$ cat src/design/glow_pkg.sv
// Shared types, widths and constants for the glowing-disc additive shader.
// Depends on nothing; every other design file imports it.
package glow_pkg;

    // Screen size in pixels.
    localparam int SCREEN_WIDTH  = 128;
    localparam int SCREEN_HEIGHT = 128;

    // Datapath widths.
    localparam int PX_W       = 7;   // pixel column and row
    localparam int COORD_W    = 10;  // signed disc center
    localparam int DXY_W      = 11;  // signed offset from the center
    localparam int SQ_W       = 20;  // one squared offset
    localparam int D2_W       = 20;  // squared distance
    localparam int RAD_W      = 8;   // core radius and glow width
    localparam int OUTER_W    = 9;   // core radius plus glow width
    localparam int CORE2_W    = 16;  // core radius squared
    localparam int R2_W       = 18;  // outer radius squared and ring span
    localparam int LEVEL_W    = 8;   // intensity
    localparam int NUM_W      = R2_W + LEVEL_W;  // dividend of the falloff division
    localparam int COLOR_W    = 16;
    localparam int CFG_IDX_W  = 3;
    localparam int CFG_DATA_W = 16;

    // Pipeline stage counts per section.
    localparam int FRONT_STAGES = 5;
    localparam int DIV_STAGES   = LEVEL_W;  // one quotient bit per stage
    localparam int BLEND_STAGES = 2;
    localparam int NUM_STAGES   = FRONT_STAGES + DIV_STAGES + BLEND_STAGES;

    // RGB565 field layout and limits.
    localparam int RED_LSB   = 11;
    localparam int GREEN_LSB = 5;
    localparam logic [4:0]         CH5_MAX    = 5'h1F;
    localparam logic [5:0]         CH6_MAX    = 6'h3F;
    localparam logic [LEVEL_W-1:0] LEVEL_FULL = 8'd255;

    // Configuration register indexes.
    typedef enum logic [CFG_IDX_W-1:0] {
        REG_CENTER_X    = 3'd0,
        REG_CENTER_Y    = 3'd1,
        REG_CORE_RADIUS = 3'd2,
        REG_GLOW_WIDTH  = 3'd3,
        REG_GLOW_COLOR  = 3'd4
    } glow_cfg_idx_t;

    // Input pixel request.
    typedef struct packed {
        logic [PX_W-1:0]    pixel_x;
        logic [PX_W-1:0]    pixel_y;
        logic [COLOR_W-1:0] old_color;
    } glow_pix_t;

    // Shaded pixel result.
    typedef struct packed {
        logic [COLOR_W-1:0] new_color;
        logic               touched;
    } glow_res_t;

    // Disc geometry as seen by the distance section.
    typedef struct packed {
        logic signed [COORD_W-1:0] cx;
        logic signed [COORD_W-1:0] cy;
        logic                      enable;
        logic [CORE2_W-1:0]        core2;
        logic [R2_W-1:0]           outer2;
    } glow_geom_t;

    // Per-pixel sideband that rides along the division.
    typedef struct packed {
        logic [COLOR_W-1:0] old_color;
        logic               hit;
        logic               in_core;
    } glow_side_t;

endpackage

$ cat src/design/glow_disc_additive_shader_unit.sv
// Glowing-disc additive shader: shades one RGB565 pixel per clock while the output is not
// stalled, through a 15-stage pipeline of which 8 stages are the one-bit-per-stage falloff
// divider. Bubbles close up under a stalled output, so requests keep being taken until
// every stage holds a pixel. Configuration writes are taken in any cycle (cfg_ready is
// always high) and must only be made while the pipeline is empty; the derived radius
// terms are registered from the configuration registers, the ring span from those in turn.
// Depends on glow_pkg, glow_front, glow_div and glow_blend.
module glow_disc_additive_shader_unit (
    input  logic                            clk,
    input  logic                            rst_n,
    input  logic                            pix_valid,
    output logic                            pix_stall,
    input  glow_pkg::glow_pix_t             pix_data,
    output logic                            res_valid,
    input  logic                            res_stall,
    output glow_pkg::glow_res_t             res_data,
    input  logic                            cfg_valid,
    output logic                            cfg_ready,
    input  logic [glow_pkg::CFG_IDX_W-1:0]  cfg_index,
    input  logic [glow_pkg::CFG_DATA_W-1:0] cfg_data
);
    import glow_pkg::*;

    localparam logic [NUM_STAGES-1:0] ALL_VALID = '1;

    // Configuration registers and derived terms.
    logic signed [COORD_W-1:0] cx_reg;
    logic signed [COORD_W-1:0] cy_reg;
    logic [RAD_W-1:0]          core_radius_reg;
    logic [RAD_W-1:0]          glow_width_reg;
    logic [COLOR_W-1:0]        glow_color_reg;
    logic [CORE2_W-1:0]        core2_reg;
    logic [R2_W-1:0]           outer2_reg;
    logic [R2_W-1:0]           ring2_reg;
    logic [OUTER_W-1:0]        outer;

    // Pipeline control.
    logic [NUM_STAGES-1:0] valid_reg;
    logic [NUM_STAGES-1:0] valid_next;
    logic [NUM_STAGES-1:0] rdy;

    glow_geom_t         geom;
    logic [NUM_W-1:0]   num;
    glow_side_t         front_side;
    logic [LEVEL_W-1:0] quot;
    glow_side_t         div_side;

    // Configuration write port.
    assign cfg_ready = 1'b1;

    always_ff @(posedge clk or negedge rst_n)
    begin
        if (!rst_n)
        begin
            cx_reg          <= 10'sd64;
            cy_reg          <= 10'sd64;
            core_radius_reg <= '0;
            glow_width_reg  <= '0;
            glow_color_reg  <= '0;
        end
        else if (cfg_valid && cfg_ready)
        begin
            unique case (cfg_index)
                REG_CENTER_X:    cx_reg          <= $signed(cfg_data[COORD_W-1:0]);
                REG_CENTER_Y:    cy_reg          <= $signed(cfg_data[COORD_W-1:0]);
                REG_CORE_RADIUS: core_radius_reg <= cfg_data[RAD_W-1:0];
                REG_GLOW_WIDTH:  glow_width_reg  <= cfg_data[RAD_W-1:0];
                REG_GLOW_COLOR:  glow_color_reg  <= cfg_data;
                default:         ;
            endcase
        end
    end

    // Squared radii and ring span, recomputed from the registers.
    assign outer = OUTER_W'(core_radius_reg) + OUTER_W'(glow_width_reg);

    always_ff @(posedge clk or negedge rst_n)
    begin
        if (!rst_n)
        begin
            core2_reg  <= '0;
            outer2_reg <= '0;
            ring2_reg  <= '0;
        end
        else
        begin
            core2_reg  <= core_radius_reg * core_radius_reg;
            outer2_reg <= outer * outer;
            ring2_reg  <= outer2_reg - R2_W'(core2_reg);
        end
    end

    // A stage may load when some stage at or after it is empty or the output moves.
    always_comb
    begin
        for (int i = 0; i < NUM_STAGES; i++)
        begin
            rdy[i] = !res_stall || ((valid_reg >> i) != (ALL_VALID >> i));
        end
    end

    // The first stage takes the input; every later stage takes its predecessor.
    always_comb
    begin
        valid_next[0] = rdy[0] ? pix_valid : valid_reg[0];
        for (int i = 1; i < NUM_STAGES; i++)
        begin
            if (!rdy[i])
            begin
                valid_next[i] = valid_reg[i];
            end
            else
            begin
                valid_next[i] = valid_reg[i-1];
            end
        end
    end

    always_ff @(posedge clk or negedge rst_n)
    begin
        if (!rst_n)
        begin
            valid_reg <= '0;
        end
        else
        begin
            valid_reg <= valid_next;
        end
    end

    assign pix_stall = !rdy[0];
    assign res_valid = valid_reg[NUM_STAGES-1];

    // Datapath sections.
    assign geom = '{cx: cx_reg, cy: cy_reg, enable: core_radius_reg != '0,
                    core2: core2_reg, outer2: outer2_reg};

    glow_front u_front (
        .clk  (clk),
        .en   (rdy[FRONT_STAGES-1:0]),
        .pix  (pix_data),
        .geom (geom),
        .num  (num),
        .side (front_side)
    );

    glow_div u_div (
        .clk      (clk),
        .en       (rdy[FRONT_STAGES+DIV_STAGES-1:FRONT_STAGES]),
        .num      (num),
        .den      (ring2_reg),
        .side_in  (front_side),
        .quot     (quot),
        .side_out (div_side)
    );

    glow_blend u_blend (
        .clk   (clk),
        .en    (rdy[NUM_STAGES-1:FRONT_STAGES+DIV_STAGES]),
        .quot  (quot),
        .side  (div_side),
        .color (glow_color_reg),
        .res   (res_data)
    );

`ifndef SYNTHESIS
    // A request is refused only when every stage holds a pixel.
    a_stall_only_full: assert property (@(posedge clk) disable iff (!rst_n)
        pix_stall |-> (valid_reg == ALL_VALID))
        else $error("pixel request refused while a pipeline stage is empty");

    // Nothing is drawn with a zero core radius.
    a_touch_needs_radius: assert property (@(posedge clk) disable iff (!rst_n)
        (res_valid && res_data.touched) |-> (core_radius_reg != '0))
        else $error("pixel touched with zero core radius");

    // A result held by the stalled output stays in the last stage.
    a_last_stage_holds: assert property (@(posedge clk) disable iff (!rst_n)
        (res_valid && res_stall) |=> valid_reg[NUM_STAGES-1])
        else $error("stalled result dropped from the last stage");
`endif

endmodule

$ cat src/design/glow_front.sv
// Distance section: pixel offset, squares, squared distance, ring tests and dividend.
// Depends on glow_pkg; stage enables come from the top level.
module glow_front (
    input  logic                              clk,
    input  logic [glow_pkg::FRONT_STAGES-1:0] en,
    input  glow_pkg::glow_pix_t               pix,
    input  glow_pkg::glow_geom_t              geom,
    output logic [glow_pkg::NUM_W-1:0]        num,
    output glow_pkg::glow_side_t              side
);
    import glow_pkg::*;

    logic signed [DXY_W-1:0]   px_s;
    logic signed [DXY_W-1:0]   py_s;
    logic signed [DXY_W-1:0]   cx_s;
    logic signed [DXY_W-1:0]   cy_s;
    logic                      on_screen;
    logic signed [2*DXY_W-1:0] dx_sq;
    logic signed [2*DXY_W-1:0] dy_sq;
    logic                      in_outer;
    logic                      in_core;

    logic signed [DXY_W-1:0] dx_reg;
    logic signed [DXY_W-1:0] dy_reg;
    logic [SQ_W-1:0]         dx2_reg;
    logic [SQ_W-1:0]         dy2_reg;
    logic [D2_W-1:0]         d2_reg;
    logic [R2_W-1:0]         diff_reg;
    logic [NUM_W-1:0]        num_reg;
    glow_side_t              side0_reg;
    glow_side_t              side1_reg;
    glow_side_t              side2_reg;
    glow_side_t              side3_reg;
    glow_side_t              side4_reg;

    // Offset of the pixel from the disc center.
    assign px_s      = $signed({{(DXY_W-PX_W){1'b0}}, pix.pixel_x});
    assign py_s      = $signed({{(DXY_W-PX_W){1'b0}}, pix.pixel_y});
    assign cx_s      = DXY_W'(geom.cx);
    assign cy_s      = DXY_W'(geom.cy);
    assign on_screen = (int'(pix.pixel_x) < SCREEN_WIDTH) && (int'(pix.pixel_y) < SCREEN_HEIGHT);

    always_ff @(posedge clk)
    begin
        if (en[0])
        begin
            dx_reg    <= px_s - cx_s;
            dy_reg    <= py_s - cy_s;
            side0_reg <= '{old_color: pix.old_color, hit: geom.enable && on_screen,
                           in_core: 1'b0};
        end
    end

    // Squares of both offsets.
    assign dx_sq = dx_reg * dx_reg;
    assign dy_sq = dy_reg * dy_reg;

    always_ff @(posedge clk)
    begin
        if (en[1])
        begin
            dx2_reg   <= SQ_W'(dx_sq);
            dy2_reg   <= SQ_W'(dy_sq);
            side1_reg <= side0_reg;
        end
    end

    // Squared distance.
    always_ff @(posedge clk)
    begin
        if (en[2])
        begin
            d2_reg    <= dx2_reg + dy2_reg;
            side2_reg <= side1_reg;
        end
    end

    // Core and outer tests, and the distance into the ring.
    assign in_outer = d2_reg <= D2_W'(geom.outer2);
    assign in_core  = d2_reg <= D2_W'(geom.core2);

    always_ff @(posedge clk)
    begin
        if (en[3])
        begin
            diff_reg  <= R2_W'(d2_reg - D2_W'(geom.core2));
            side3_reg <= '{old_color: side2_reg.old_color, hit: side2_reg.hit && in_outer,
                           in_core: in_core};
        end
    end

    // Dividend of the falloff: ring distance times full intensity.
    always_ff @(posedge clk)
    begin
        if (en[4])
        begin
            num_reg   <= NUM_W'({diff_reg, {LEVEL_W{1'b0}}}) - NUM_W'(diff_reg);
            side4_reg <= side3_reg;
        end
    end

    assign num  = num_reg;
    assign side = side4_reg;

endmodule

$ cat src/design/glow_div.sv
// Pipelined restoring divider for the glow falloff, one quotient bit per stage.
// Depends on glow_pkg; the quotient is valid whenever it fits in LEVEL_W bits.
module glow_div (
    input  logic                            clk,
    input  logic [glow_pkg::DIV_STAGES-1:0] en,
    input  logic [glow_pkg::NUM_W-1:0]      num,
    input  logic [glow_pkg::R2_W-1:0]       den,
    input  glow_pkg::glow_side_t            side_in,
    output logic [glow_pkg::LEVEL_W-1:0]    quot,
    output glow_pkg::glow_side_t            side_out
);
    import glow_pkg::*;

    logic [NUM_W-1:0]   rem_reg  [DIV_STAGES];
    logic [LEVEL_W-1:0] q_reg    [DIV_STAGES];
    glow_side_t         side_reg [DIV_STAGES];

    for (genvar j = 0; j < DIV_STAGES; j++)
    begin : g_step
        localparam int BIT = DIV_STAGES - 1 - j;

        logic [NUM_W-1:0]   rem_in;
        logic [LEVEL_W-1:0] q_in;
        glow_side_t         s_in;
        logic [NUM_W-1:0]   trial;
        logic [NUM_W-1:0]   rem_next;
        logic [LEVEL_W-1:0] q_next;

        // Previous stage, or the section input for the first step.
        if (j == 0)
        begin : g_first
            assign rem_in = num;
            assign q_in   = '0;
            assign s_in   = side_in;
        end
        else
        begin : g_rest
            assign rem_in = rem_reg[j-1];
            assign q_in   = q_reg[j-1];
            assign s_in   = side_reg[j-1];
        end

        // Try to subtract the shifted divisor for this quotient bit.
        assign trial = NUM_W'(den) << BIT;

        always_comb
        begin
            rem_next = rem_in;
            q_next   = q_in;
            if (rem_in >= trial)
            begin
                rem_next = rem_in - trial;
                q_next   = q_in | (LEVEL_W'(1) << BIT);
            end
        end

        always_ff @(posedge clk)
        begin
            if (en[j])
            begin
                rem_reg[j]  <= rem_next;
                q_reg[j]    <= q_next;
                side_reg[j] <= s_in;
            end
        end
    end

    assign quot     = q_reg[DIV_STAGES-1];
    assign side_out = side_reg[DIV_STAGES-1];

endmodule

$ cat src/design/glow_blend.sv
// Blend section: intensity, per-channel color scaling and saturating add.
// Depends on glow_pkg; takes the quotient and sideband from glow_div.
module glow_blend (
    input  logic                              clk,
    input  logic [glow_pkg::BLEND_STAGES-1:0] en,
    input  logic [glow_pkg::LEVEL_W-1:0]      quot,
    input  glow_pkg::glow_side_t              side,
    input  logic [glow_pkg::COLOR_W-1:0]      color,
    output glow_pkg::glow_res_t               res
);
    import glow_pkg::*;

    // Exact x / 255 for x below 16320 (64 * 255), where the quotient fits in 6 bits.
    function automatic logic [5:0] div255(input logic [13:0] x);
        logic [14:0] t;
        t = 15'(x) + 15'(x >> 8) + 15'd1;
        return 6'(t >> 8);
    endfunction

    logic [LEVEL_W-1:0] level;
    logic [4:0]         r_scaled;
    logic [5:0]         g_scaled;
    logic [4:0]         b_scaled;
    logic [5:0]         r_sum;
    logic [6:0]         g_sum;
    logic [5:0]         b_sum;
    logic [4:0]         r_sat;
    logic [5:0]         g_sat;
    logic [4:0]         b_sat;

    logic [12:0]        r_prod_reg;
    logic [13:0]        g_prod_reg;
    logic [12:0]        b_prod_reg;
    logic [COLOR_W-1:0] old_reg;
    logic               hit_reg;
    glow_res_t          res_reg;

    // Full intensity in the core, linear falloff in the ring.
    assign level = side.in_core ? LEVEL_FULL : LEVEL_FULL - quot;

    always_ff @(posedge clk)
    begin
        if (en[0])
        begin
            r_prod_reg <= color[RED_LSB +: 5] * level;
            g_prod_reg <= color[GREEN_LSB +: 6] * level;
            b_prod_reg <= color[4:0] * level;
            old_reg    <= side.old_color;
            hit_reg    <= side.hit;
        end
    end

    // Scale down by 255 and add to the old pixel with saturation.
    assign r_scaled = 5'(div255(14'(r_prod_reg)));
    assign g_scaled = div255(g_prod_reg);
    assign b_scaled = 5'(div255(14'(b_prod_reg)));
    assign r_sum    = 6'(old_reg[RED_LSB +: 5]) + 6'(r_scaled);
    assign g_sum    = 7'(old_reg[GREEN_LSB +: 6]) + 7'(g_scaled);
    assign b_sum    = 6'(old_reg[4:0]) + 6'(b_scaled);
    assign r_sat    = r_sum[5] ? CH5_MAX : r_sum[4:0];
    assign g_sat    = g_sum[6] ? CH6_MAX : g_sum[5:0];
    assign b_sat    = b_sum[5] ? CH5_MAX : b_sum[4:0];

    always_ff @(posedge clk)
    begin
        if (en[1])
        begin
            res_reg.new_color <= hit_reg ? {r_sat, g_sat, b_sat} : old_reg;
            res_reg.touched   <= hit_reg;
        end
    end

    assign res = res_reg;

endmodule
$ cat config.mk
export PLATFORM = sky130hd
export DESIGN_NAME = glow_disc_additive_shader_unit
export DESIGN_NICKNAME = d
export VERILOG_FILES = /design/src/design/glow_pkg.sv /design/src/design/glow_disc_additive_shader_unit.sv /design/src/design/glow_front.sv /design/src/design/glow_div.sv /design/src/design/glow_blend.sv
export SDC_FILE = /design/constraint.sdc
export NUM_CORES = 2
export LEC_CHECK = 0
export CELL_PAD_IN_SITES_DETAIL_PLACEMENT = 0
export CELL_PAD_IN_SITES_GLOBAL_PLACEMENT = 1
export CORE_MARGIN = 5
export CORE_UTILIZATION = 53
export CTS_CLUSTER_DIAMETER = 150
export DETAILED_ROUTE_END_ITERATION = 8
export DONT_BUFFER_PORTS = 1
export GPL_ROUTABILITY_DRIVEN = 0
export GPL_TIMING_DRIVEN = 0
export PLACE_DENSITY = 0.77
export SETUP_SLACK_MARGIN = 0.2
export SYNTH_ARGS = -nofsm -noshare
export SYNTH_HDL_FRONTEND = slang
export SYNTH_SLANG_ARGS = --single-unit
$ cat constraint.sdc
create_clock -name clk -period 14.2 [get_ports clk]
set_clock_uncertainty 0.2 [all_clocks]
set_input_delay 4.26 -clock clk [delete_from_list [all_inputs] [get_ports clk]]
set_output_delay 4.26 -clock clk [all_outputs]
set_load 0.02 [all_outputs]
# [After elaboration in Yosys (flattened, before gate mapping)]
# Memory sizes are Yosys's and may differ from the RTL's.
# Cells that the tools add are included.
[totals] reg_bits=406 latch_bits=0 ramBits=416 rom_bits=0 input_bits=54 output_inout_bits=20 elab_cells=175 memories=3
[classes] add_sub_neg=25 mul=7 div_mod_pow=0 order_cmp=10 n_eq_ne=18 shifts=0 muxes=37 bitwise_logic=1 n_reduce_logical=25
[mem_list] memory="u_div.rem_reg" words=8 word_bits=26 rd=7 rd_ports_with_merged_regs=0 write_ports=8 line_no="glow_div.sv:14" text="logic [NUM_W-1:0] rem_reg [DIV_STAGES];"
[mem_list] memory="u_div.side_reg" words=8 word_bits=18 rd=8 rd_ports_with_merged_regs=0 write_ports=8 line_no="glow_div.sv:16" text="glow_side_t side_reg [DIV_STAGES];"
[mem_list] memory="u_div.q_reg" words=8 word_bits=8 rd=8 rd_ports_with_merged_regs=0 write_ports=8 line_no="glow_div.sv:15" text="logic [LEVEL_W-1:0] q_reg [DIV_STAGES];"
[ops] op="$mux W26" count=8
[ops] op="$sub A26 B18 Y26" count=2
[ops] op="$mul A11 B11 Y20" count=2
[ops] op="$sub A18 B16 Y18" count=2
[ops] op="$add A13 B1 Y13 const B" count=2
[ops] op="$add A13 B5 Y13" count=2
[ops] op="$ge A26 B18 Y1" count=1
[ops] op="$ge A26 B19 Y1" count=1
[ops] op="$ge A26 B20 Y1" count=1
[ops] op="$ge A26 B21 Y1" count=1
[ops] op="$ge A26 B22 Y1" count=1
[ops] op="$ge A26 B23 Y1" count=1
[ops] op="$ge A26 B24 Y1" count=1
[ops] op="$ge A26 B25 Y1" count=1
[ops] op="$mul A5 B8 Y13" count=2
[ops] op="$sub A26 B19 Y26" count=1
[ops] op="$sub A26 B20 Y26" count=1
[ops] op="$sub A26 B21 Y26" count=1
[ops] op="$sub A26 B22 Y26" count=1
[ops] op="$sub A26 B23 Y26" count=1
[ops] op="$sub A26 B24 Y26" count=1
[ops] op="$sub A26 B25 Y26" count=1
[ops] op="$sub A8 B10 Y11" count=2
[ops] op="$add A20 B20 Y20" count=1
[ops] op="44 further kinds" count=85

# [Longest topological paths before layout]
[logic_depth] ltp_word=5 mapped_depth=29 mapped_depth_nobuf=28

# [Modules after synthesis]
# A second synthesis with hierarchy kept.
[hier_totals] cells_unflattened=4789 area_unflattened_um2=53337.4
[by_module_without_submodules] mod="glow_div" n_inst=1 cells_each=1682 area_per_inst_um2=19859.0 seq_area_each_um2=10870.4
[by_module_without_submodules] mod="glow_front" n_inst=1 cells_each=1579 area_per_inst_um2=17624.4 seq_area_each_um2=6336.1
[by_module_without_submodules] mod="glow_disc_additive_shader_unit" n_inst=1 cells_each=810 area_per_inst_um2=8473.1 seq_area_each_um2=2930.3
[by_module_without_submodules] mod="glow_blend" n_inst=1 cells_each=718 area_per_inst_um2=7380.8 seq_area_each_um2=2222.1

# [Worst setup path after synthesis]
# Ideal clock, no wire load.
[synth_path] kind="input port to output port" from="in res_stall" to="out pix_stall" arrival_time_ps=8991 required_ps=9740 path_slack_ps=749 path_stages=8 n_path_buf=0 path_cell_list="nand4_1 -> nor2_1 -> and2_1 -> nand2_1 -> nor2_1 -> and3_1 -> nand4_1 -> inv_1"
[synth_via] elab_chain_cells=3
[synth_lines] element="start, declared" line_no="glow_disc_additive_shader_unit.sv:15" text="input logic res_stall,"
[synth_lines] element="$logic_not A1 Y1" line_no="glow_disc_additive_shader_unit.sv:98" text="rdy[i] = !res_stall || ((valid_reg >> i) != (ALL_VALID >> i));"
[synth_lines] element="$logic_or A1 B1 Y1" line_no="glow_disc_additive_shader_unit.sv:98"
[synth_lines] element="$logic_not A1 Y1" line_no="glow_disc_additive_shader_unit.sv:131" text="assign pix_stall = !rdy[0];"
[synth_lines] element="end, declared" line_no="glow_disc_additive_shader_unit.sv:12" text="output logic pix_stall,"
# Every way passes these cells.

# [Worst setup path after layout]
# Ends and elaborated chain as after synthesis.

==> metrics <==
TritonCTS clock tree done; DPL Wire Length 88.32 mm; outcome finished clean; crit path time final 12880 ps; fmax 77.65 MHz; Post-CTS Hold Buffers 0; total number of vias roughly 33000; initial antenna violation count 11; Area Growth Syn to Fin 9.445%; DRT Wirelength 112.7 mm; Worst-Skew Late Latency ~700 ps; die height 323.6 µm; met3 Use GR roughly 3.5%; grt ovf 0; Worst setup EP type output pin; Worst Reg-to-Reg Cells 27; cell taking the most area after synthesis edfxtp_1; vias per cell 5.417; share of the synthesized area in the top cell type 37.27%; Post-DRT Antenna Nets 0; Crit Path Max Fanout 33; Final Util 58.22%; Worst-Margin Slew 1194 ps; Arrival @ worst endpoint 8420 ps; I/O Buffers 0; FF-to-FF End outer2_reg[17]; Yosys cell types 88; most frequent cells in the layout edfxtp_1 (647), inv_1 (606), ha_1 (477); Final Cycle Share 90.69%; Die ar. approximately 100000 µm²; busiest grt layer met2; GR met2 Demand/Resource 36.84%; Post-synth ARST share around 15%; Hold Path Origin u_div.side_reg[0][57]; Reg clk slew, reported paths 60 ps; post-route DRC violation count 0; RSZ-0062 raised after global routing no; WHS Path Cells 0; max reg flops roughly 180; CTS max path bufs 3; Synth Register Bits approximately 760; total clock sinks 764; Rows roughly 120; yosys warns 0; vias in the first global route 33035; Total GRT Usage a little over a fifth; die width 323.6 µm; Routed wire per std cell 18.44 µm; CTS root buf clkbuf_16; Final Net Count approximately 5600; max-slew violations 0; number of synthesized flops with an enable pin 647; htree depth 3; Worst EP required between 9000 and 10000 ps; Core ar. slightly below 100000 µm²; Relative slew margins 19.76%; hold crit path type reg -> reg; first-pass GRT wire length 179.1 mm; startpoint class of the critical path input pin; DR pass1 iterations 5; Mapped Cells ~4600; Iter 0 DRT Violations 1837; ranking of synthesized cells by area edfxtp_1 (37%), fa_1 (13%), ha_1 (11%); Post-CTS Resized 0; Setup Buffers After CTS 0; CTS Buf Count 85; Max Cap Viol 0; Final Non-Filler Cells 6112; largest net degree at the start of global routing between 100 and 150; R2R Setup Slk 6980 ps; initial core utilization 53.20%; Reg-to-Reg Start core_radius_reg[1]; Setup CP Type in -> out; DP Cell Count between 5000 and 6000; most common cell after layout, fill and taps aside edfxtp_1; layout cells sized above 1 5.769%; M1 GR Usage between 20 and 30%; Seq/Total Area, Yosys 42.89%; final setup fails 0; Fin. Hold Viols 0; synthesized cell area 52130 µm²; syn_nets ~5500; syn_area_per_cell about 11 µm²; WHS Endpoint u_div.side_reg[1][3]; Boundary Pins 74; Synth Flop Type edfxtp_1
worst max-delay path: stages:
cell and delay (ps):
nand4_1 660, nor2_1 430, and2_1 290, nand2_2 340, buf_12 300, nor2_1 260, and3_1 370, nand4_1 600
buf_8 390, buf_8 170, buf_8 150, inv_1 150
synth_stat cells, drive strengths merged (52+ instances only):
cell	number
edfxtp	647
xnor2	224
mux2	63
inv	613
nor2	223
a21oi	186
ha	477
nor2b	65
and2	165
dfrtp	115
fa	326
nor3	76
o21ai	216
nand3	70
xor2	89
nand2	362
o21a	52
a21o	83
clkbuf	73
nand2b	66
stage by stage:
| stage | TNS (ps) | instance area (µm²) | hold slack [ps] | setup slack (ps) |
|---|---|---|---|---|
| 2_1_floorplan | 0 | 52130 | 198.3 | 748.8 |
| 3_3_place_gp | -1659 | 53740 | 200.5 | -1659 |
| 3_5_place_dp | 0 | 54080 | 204.5 | 1247 |
| 4_1_cts | 0 | 57040 | 214.2 | 1242 |
| 5_1_grt | 0 | 57040 | 220.8 | 903.0 |
| 6_report | 0 | 57050 | 212.7 | 1322 |
final cells by class:
| class | count | area [µm²] |
|---|---|---|
| repair buffers | 17 | 312.8 |
| clock buffers | 102 | 2261 |
| inverters | 613 | 2301 |
| well taps | 1287 | 1610 |
| flip-flops and latches | 764 | 22360 |
| multi-input cells | 3180 | 27160 |
| clock inverters | 56 | 691.9 |
| fillers | 8126 | 40940 |
| plain buffers | 87 | 341.6 |
| diodes | 6 | 15.01 |
cells by family after synthesis:
group	Yosys count	share of synthesized area, %
xor+xnor	313	5.259
flops	764	42.89
other cells	1	0.007194
buf+inv	700	5.069
fa+ha+maj	803	23.97
mux	74	1.572
simple gates	1203	11.47
compound gates	786	9.760
how the worst max path moves through the flow:
| stage | startpoint | endpoint | slack (ps) | cells after the start |
|---|---|---|---|---|
| floorplan | res_stall | pix_stall | 750 | 8 |
| global placement | res_stall | pix_stall | -1660 | 8 |
| detailed placement | res_stall | pix_stall | 1250 | 12 |
| CTS | res_stall | pix_stall | 1240 | 12 |
| global route | res_stall | pix_stall | 900 | 12 |
| finish | res_stall | pix_stall | 1320 | 12 |
per-layer routing:
| layer | up-vias | wire length, µm | share of wire [%] |
|---|---|---|---|
| li1 | 16311 | - | - |
| met5 | - | 37 | 0.033 |
| met3 | 195 | 4921 | 4.4 |
| met1 | 16022 | 49380 | 44 |
| met2 | 574 | 54640 | 48 |
| met4 | 6 | 3728 | 3.3 |
Power is left out: the tool's default activity adds up to more than one toggle a clock period on the data nets, which glitch-free logic cannot reach.
